===== config.mk =====
export PLATFORM = sky130hd
export DESIGN_NAME = kst_ctrl
export DESIGN_NICKNAME = d
export VERILOG_FILES = /design/src/design/kst_pkg.sv /design/src/design/kst_ctrl.sv
export SDC_FILE = /design/constraint.sdc
export NUM_CORES = 1
export LEC_CHECK = 0
export BUFFER_PORTS_ARGS = -buffer_cell sky130_fd_sc_hd__buf_2
export CAP_MARGIN = 20
export CORE_MARGIN = 8
export CORE_UTILIZATION = 41
export CTS_CLUSTER_DIAMETER = 40
export CTS_CLUSTER_SIZE = 24
export DETAILED_ROUTE_END_ITERATION = 10
export GPL_TIMING_DRIVEN = 0
export HOLD_SLACK_MARGIN = 0.03
export MAX_ROUTING_LAYER = met4
export PLACE_DENSITY = 0.82
export SYNTH_ARGS = -nofsm -noshare
export SYNTH_HDL_FRONTEND = slang
export SYNTH_SLANG_ARGS = --single-unit

===== constraint.sdc =====
create_clock -name clk -period 1.6 [get_ports clk]
set_clock_uncertainty 0.15 [all_clocks]
set_input_delay 0.32 -clock clk [delete_from_list [all_inputs] [get_ports clk]]
set_output_delay 0.32 -clock clk [all_outputs]
set_load 0.05 [all_outputs]

===== src/design/kst_pkg.sv =====
// ----------------------------------------------------------------------------
// kst_pkg
// Shared types, codes and helpers for the keyed set table.
// ----------------------------------------------------------------------------
package kst_pkg;

	localparam int KST_MAX_KEYS      = 16;
	localparam int KST_CODES_PER_KEY = 8;

	typedef enum logic [1:0] {
		OP_INSERT = 2'd0,
		OP_COUNT  = 2'd1,
		OP_INDEX  = 2'd2
	} opcode_t;

	typedef enum logic [1:0] {
		ST_OK   = 2'd0,
		ST_DUP  = 2'd1,
		ST_FULL = 2'd2
	} status_t;

	// what the result register is loaded with
	typedef enum logic [2:0] {
		RES_ZERO,
		RES_QUERY,
		RES_VALUE,
		RES_DUP,
		RES_BFULL,
		RES_TFULL
	} res_kind_t;

	typedef enum logic [3:0] {
		S_IDLE,
		S_LOOKUP,
		S_KEY_RD,
		S_KEY_CMP,
		S_MISS,
		S_HIT,
		S_CODE_RD,
		S_CODE_CMP,
		S_SLOT_RD,
		S_APPEND,
		S_FIN
	} state_t;

	typedef struct packed {
		logic      load;
		logic      cnt_clr;
		logic      cnt_inc;
		logic      bkt_hit;
		logic      bkt_new;
		logic      append;
		logic      rd_idx;
		logic      res_load;
		res_kind_t res_kind;
	} kst_cmd_t;

	typedef struct packed {
		logic op_ins;
		logic op_cnt;
		logic op_idx;
		logic used_zero;
		logic table_full;
		logic key_hit;
		logic key_last;
		logic fill_zero;
		logic bkt_full;
		logic code_hit;
		logic slot_last;
		logic idx_ok;
		logic out_free;
	} kst_stat_t;

	function automatic logic [3:0] sat_count(input logic [31:0] n);
		logic [3:0] r;
		r = (n > 32'd15) ? 4'd15 : n[3:0];
		return r;
	endfunction

endpackage


===== src/design/kst_ctrl.sv =====
// ----------------------------------------------------------------------------
// kst_ctrl
// Sequencer: key scan, code scan, append and result handoff.
// ----------------------------------------------------------------------------
module kst_ctrl
	import kst_pkg::*;
(
	input  logic      clk,
	input  logic      arst_n,
	input  logic      in_valid,
	output logic      in_stall,
	input  kst_stat_t stat,
	output kst_cmd_t  cmd
);

	state_t    state_q, state_nxt;
	res_kind_t kind_q, kind_nxt;

	always_ff @(posedge clk or negedge arst_n) begin
		if (!arst_n) begin
			state_q <= S_IDLE;
			kind_q  <= RES_ZERO;
		end else begin
			state_q <= state_nxt;
			kind_q  <= kind_nxt;
		end
	end

	always_comb begin
		state_nxt = state_q;
		kind_nxt  = kind_q;
		cmd       = '0;
		cmd.res_kind = kind_q;
		in_stall  = (state_q != S_IDLE);
		case (state_q)
			S_IDLE: begin
				if (in_valid) begin
					cmd.load    = 1'b1;
					cmd.cnt_clr = 1'b1;
					state_nxt   = S_LOOKUP;
				end
			end
			S_LOOKUP: begin
				if (!stat.op_ins && !stat.op_cnt && !stat.op_idx) begin
					kind_nxt  = RES_ZERO;
					state_nxt = S_FIN;
				end else if (stat.used_zero) begin
					state_nxt = S_MISS;
				end else begin
					state_nxt = S_KEY_RD;
				end
			end
			S_KEY_RD: begin
				state_nxt = S_KEY_CMP;
			end
			S_KEY_CMP: begin
				if (stat.key_hit) begin
					cmd.bkt_hit = 1'b1;
					state_nxt   = S_HIT;
				end else if (stat.key_last) begin
					state_nxt = S_MISS;
				end else begin
					cmd.cnt_inc = 1'b1;
					state_nxt   = S_KEY_RD;
				end
			end
			S_MISS: begin
				if (!stat.op_ins) begin
					kind_nxt  = RES_ZERO;
					state_nxt = S_FIN;
				end else if (stat.table_full) begin
					kind_nxt  = RES_TFULL;
					state_nxt = S_FIN;
				end else begin
					cmd.bkt_new = 1'b1;
					state_nxt   = S_APPEND;
				end
			end
			S_HIT: begin
				cmd.cnt_clr = 1'b1;
				if (stat.op_ins) begin
					state_nxt = stat.fill_zero ? S_APPEND : S_CODE_RD;
				end else if (stat.op_idx && stat.idx_ok) begin
					state_nxt = S_SLOT_RD;
				end else begin
					kind_nxt  = RES_QUERY;
					state_nxt = S_FIN;
				end
			end
			S_CODE_RD: begin
				state_nxt = S_CODE_CMP;
			end
			S_CODE_CMP: begin
				if (stat.code_hit) begin
					kind_nxt  = RES_DUP;
					state_nxt = S_FIN;
				end else if (stat.slot_last) begin
					if (stat.bkt_full) begin
						kind_nxt  = RES_BFULL;
						state_nxt = S_FIN;
					end else begin
						state_nxt = S_APPEND;
					end
				end else begin
					cmd.cnt_inc = 1'b1;
					state_nxt   = S_CODE_RD;
				end
			end
			S_SLOT_RD: begin
				cmd.rd_idx = 1'b1;
				kind_nxt   = RES_VALUE;
				state_nxt  = S_FIN;
			end
			S_APPEND: begin
				cmd.append = 1'b1;
				kind_nxt   = RES_QUERY;
				state_nxt  = S_FIN;
			end
			S_FIN: begin
				// hold the slot read address so an indexed value stays put
				cmd.rd_idx = 1'b1;
				if (stat.out_free) begin
					cmd.res_load = 1'b1;
					state_nxt    = S_IDLE;
				end
			end
			default: begin
				state_nxt = S_IDLE;
			end
		endcase
	end

endmodule


==> PnR_summary.wiki, run 1 <==
{| class="wikitable"
! Metric !! Value
|-
| Warning count from the yosys run || 0
|-
| Root buffer selected by CTS || clkbuf_4
|-
| Share of synthesized cell area in and, or, nand and nor gates || 0.291
|-
| Boundary Pins || 28
|-
| Cell count after placement || 132
|-
| Port Buffers || 27
|-
| Dominant synthesized flop cell || dfrtp_1
|-
| Final worst endpoint reported by repair_timing after global routing || cmd[8]
|-
| Most frequent cells after synthesis || nor2_1, o21ai_0, dfrtp_1, nand2_1, a21oi_1
|-
| Run status || stopped before the end
|-
| Yosys top cell area share || 0.263
|-
| Synthesized area divided by synthesized cell count || 7.48 um^2
|-
| Leading cell types by total area after synthesis || dfrtp_1, o21ai_0, nor2_1, a21oi_1, mux2_4
|-
| Number of enable flip-flop cells after synthesis || 0
|-
| Cell count after synthesis || 89
|-
| Multiplexer share of the synthesized area || 0.0451
|-
| Worst EP kind || output port
|-
| Flip-flop and latch count after synthesis || 7
|-
| Synth Area in XOR/XNOR || 0
|-
| Synthesized cell area || 666 um^2
|-
| Last stage reached || 5_1_grt
|-
| Complex-gate fraction of the synthesized area || 0.320
|-
| Total number of H-tree levels || 1
|-
| Tool error || [ERROR DPL-0033] detailed placement checks failed during check placement.
|-
| Number of placement rows || 14
|-
| Global placement routability congestion || 0.896
|-
| Post-synthesis cell type with the largest combined area || dfrtp_1
|-
| Starting density of the core || 0.442
|-
| CTS buffer count || 3
|-
| Most used standard cell by instance count after synthesis || nor2_1
|-
| Number of antenna violations at the first check in global routing || 0
|-
| Synthesized netlist net count || 105
|-
| Y dimension of the die || 56.3 um
|-
| Share of flip-flops with an asynchronous set or reset || 1.00
|-
| Pin count of the biggest net entering global routing || 11
|-
| Placed wire-length estimate || 1.82 mm
|-
| Sequential fraction of the synthesis area || 0.263
|-
| Die width || 56.3 um
|-
| Distinct cell type count after synthesis || 34
|-
| Post-Synth Adder-Cell Area || 0
|-
| Combinational family with the most area after synthesis || compound AO/OA/AOI/OAI gates
|-
| Clock sinks || 7
|-
| Maximum buffer depth of the clock tree || 2
|}
cell families after synthesis:
| family | count (synthesis) |
|---|---|
| mux | 2 |
| flops | 7 |
| compound gates | 31 |
| buf+inv | 12 |
| simple gates | 37 |
per-stage QoR:
step	utilization	area (um^2)	setup slack [ns]
3_3_place_gp	0.620	933	-0.364
2_1_floorplan	-	778	-0.305
3_5_place_dp	0.620	933	-0.376
4_1_cts	0.855	1290	-0.471
timing repair:
item,4_1_cts
hold endpoints to repair,7
setup endpoints to repair,15
resized for setup,47
hold buffers,1
pin swaps,15
buffers inserted,16
==> run 2: changes to the inputs <==
==> config.mk (replaced) <==
export PLATFORM = sky130hd
export DESIGN_NAME = kst_ctrl
export DESIGN_NICKNAME = d
export VERILOG_FILES = /design/src/design/kst_pkg.sv /design/src/design/kst_ctrl.sv
export SDC_FILE = /design/constraint.sdc
export NUM_CORES = 1
export LEC_CHECK = 0
export BUFFER_PORTS_ARGS = -buffer_cell sky130_fd_sc_hd__buf_2
export CAP_MARGIN = 20
export CORE_AREA = 8 8 69 71
export DETAILED_ROUTE_END_ITERATION = 10
export DIE_AREA = 0 0 77 79
export GPL_TIMING_DRIVEN = 0
export PLACE_DENSITY_LB_ADDON = 0.15
export SYNTH_ARGS = -nofsm -noshare
export SYNTH_HDL_FRONTEND = slang
export SYNTH_SLANG_ARGS = --single-unit
==> constraint.sdc (replaced) <==
create_clock -name clk -period 2.1 [get_ports clk]
set_clock_uncertainty 0.15 [all_clocks]
set_input_delay 0.42 -clock clk [delete_from_list [all_inputs] [get_ports clk]]
set_output_delay 0.42 -clock clk [all_outputs]
set_load 0.05 [all_outputs]
==> PnR_summary.wiki, run 2 <==
{| class="wikitable"
! Metric !! Value
|-
| Most used standard cell by instance count after synthesis || nor2_1
|-
| Detailed-route wire length per cell || 14.2 um
|-
| Detailed-router iteration count before antenna repair || 4
|-
| First-pass GRT wire length || 4.00 mm
|-
| Share of flip-flops with an asynchronous set or reset || 1.00
|-
| Yosys top cell area share || 0.263
|-
| GRT Residual Overflow || 0
|-
| Reg with most FFs || state_q
|-
| Commonest cells after routing, fill and taps aside || buf_2, nor2_1, buf_4
|-
| Area of the die || 6080 um^2
|-
| Die width || 77 um
|-
| Area of the core region || 3800 um^2
|-
| RSZ-0062 raised after global routing || true
|-
| Setup violators final || 1
|-
| Fraction of layout instances using a drive strength above 1 || 0.485
|-
| Setup crit start kind || register
|-
| Maxcap violations || 0
|-
| Number of antenna violations at the first check in global routing || 0
|-
| Time the worst path needs with I/O delays and setup || 2.12 ns
|-
| Violations in the final reports || negative setup slack
|-
| Flip-flop count of the largest register, all copies and words added || 4
|-
| Register clock-pin slew on the reported worst setup and hold paths || 0.04 ns
|-
| Critical path start-end classification || register to primary output
|-
| Setup Slack @ Placement || -0.00902 ns
|-
| Boundary Pins || 28
|-
| Run status || complete, but fails checks
|-
| Most frequent cells after synthesis || nor2_1, o21ai_0, dfrtp_1, nand2_1, a21oi_1
|-
| Max IR drop VDD || 244 uV
|-
| Post-synthesis cell type with the largest combined area || dfrtp_1
|-
| Number of enable flip-flop cells after synthesis || 0
|-
| Y dimension of the die || 79 um
|-
| Ant diodes || 0
|-
| Share of the clock period used by the worst path after layout || 1.01
|-
| Distinct cell type count after synthesis || 34
|-
| Type of the most critical hold path || register to register
|-
| Detailed-route via count || 848
|-
| Fraction of the core area covered by cells at the end of the flow || 0.292
|-
| Worst Hold Margin || 0.351 ns
|-
| Required time reported for the critical path endpoint || 1.53 ns
|-
| Insertion delay to the later sink of the worst-skew pair || 0.23 ns
|-
| Cell count after placement || 166
|-
| Global placement routability congestion || 0.796
|-
| Vias in the first global route || 825
|-
| Leak pwr || 0.499 nW
|-
| Setup crit end kind || primary output
|-
| Max Slew Vio Count || 0
|-
| Sequential fraction of the synthesis area || 0.263
|-
| Post-layout worst setup margin || -0.0237 ns
|-
| Maximum buffer depth of the clock tree || 2
|-
| Post-Route WL || 2.55 mm
|-
| Area grow syn2layout || 66.5%
|-
| Synthesized netlist net count || 105
|-
| Pin count of the biggest net entering global routing || 11
|-
| Final routed DRC violation total || 0
|-
| DRT antenna net count || 0
|-
| Count of routing violations after the opening detailed-route iteration || 41
|-
| Number of hold-slack violations in the final timing report || 0
|-
| Number of placement rows || 23
|-
| Commonest non-fill, non-tap cell in the layout || buf_2
|-
| Warning count from the yosys run || 0
|-
| Flip-flop and latch count after synthesis || 7
|-
| Clock sinks || 7
|-
| Final std cells w/o fill || 180
|-
| Overall fraction of global-route tracks in use || 0.0791
|-
| PwrDens || 1570 nW/um^2
|-
| Root buffer selected by CTS || clkbuf_8
|-
| Slew margin rel. || 0.620
|-
| Synthesized cell area || 666 um^2
|-
| Final net count || 147
|-
| Largest fanout on the critical path || 7
|-
| CTS buffer count || 3
|-
| Dominant synthesized flop cell || dfrtp_1
|-
| Starting density of the core || 0.175
|-
| Maximum clock rate || 471 MHz
|-
| Largest registers ranked by flip-flop count || state_q (4), kind_q (3)
|-
| Slew of the pin with the lowest slew margin || 0.556 ns
|-
| Synthesized area divided by synthesized cell count || 7.48 um^2
|-
| Placed wire-length estimate || 1.92 mm
|-
| Leading cell types by total area after synthesis || dfrtp_1, o21ai_0, nor2_1, a21oi_1, mux2_4
|-
| Port Buffers || 27
|-
| CTS tree || yes
|-
| Avg Vias per Cell || 4.71
|-
| Cell count after synthesis || 89
|-
| Crit path DAT || 1.55 ns
|-
| Total number of H-tree levels || 1
|}
==> run 2: cell counts after synthesis <==
Identical to the previous run, type by type.
==> run 2: worst max-delay path, cell delays in order (launching register included) <==
cell and delay, ns:
dfrtp_1 0.40, buf_6 0.15, or3_4 0.38, o32ai_4 0.21, buf_6 0.19
==> run 2: logic make-up after synthesis <==
kind of cell / Yosys count / share of synthesized area
AO/OA/AOI/OAI: 31 / 0.320
buffers and inverters: 12 / 0.0808
flip-flops: 7 / 0.263
multiplexers: 2 / 0.0451
AND/OR/NAND/NOR: 37 / 0.291
==> run 2: area by class of cell <==
class	instances	area [um^2]
Sequential cell	7	175
Inverter	5	18.8
Multi-Input combinational cell	70	504
Fill cell	442	2690
Tap cell	50	62.6
Clock inverter	1	5.00
Timing Repair Buffer	37	239
Buffer	7	62.6
Clock buffer	3	41.3
==> run 2: layer usage <==
| layer | up-vias | GRT usage | wire [um] |
|---|---|---|---|
| met5 | - | 0 | 0 |
| met4 | 0 | 0.0189 | 39 |
| met3 | 4 | 0.0293 | 183 |
| met2 | 30 | 0.133 | 1230 |
| met1 | 404 | 0.0934 | 1100 |
| li1 | 410 | - | - |
==> run 2: path summary, 6_finish.rpt <==
check,slack [ns],cells after the start,to,startpoint
min in group asynchronous,0.41,2,kind_q[0]$_DFFE_PN0P_,arst_n
worst min-delay path,0.35,1,kind_q[2]$_DFFE_PN0P_,kind_q[2]$_DFFE_PN0P_
worst max-delay path,-0.02,4,cmd[8],state_q[3]$_DFFE_PN0P_
worst max register to register,0.32,6,kind_q[1]$_DFFE_PN0P_,state_q[0]$_DFFE_PN0P_
worst min register to register,0.35,1,kind_q[2]$_DFFE_PN0P_,kind_q[2]$_DFFE_PN0P_
max in group asynchronous,1.22,2,state_q[2]$_DFFE_PN0P_,arst_n
==> run 2: metrics by stage <==
stage | power, mW | setup TNS [ns] | instance area (um^2)
2_1_floorplan | 1.06 | -0.230 | 699
3_3_place_gp | 1.33 | -0.00824 | 897
3_5_place_dp | 1.32 | -0.00902 | 897
4_1_cts | 1.62 | -0.0866 | 1020
5_1_grt | 1.85 | -0.154 | 1110
6_report | 1.74 | -0.0237 | 1110
==> run 2: power by group <==
part           total [mW]  internal, mW  switching [mW]
logic                1.33         0.524           0.804
registers           0.229         0.196          0.0333
clock network       0.185         0.128          0.0570
total                1.74         0.848           0.895
==> run 2: what timing repair did <==
action	4_1_cts	5_1_grt
hold endpoints to repair	7	0
setup buffers	2	7
gates resized for setup	16	11
hold buffers	1	0
endpoints found under the setup margin	6	7
Power figures use the tool's default switching activity.
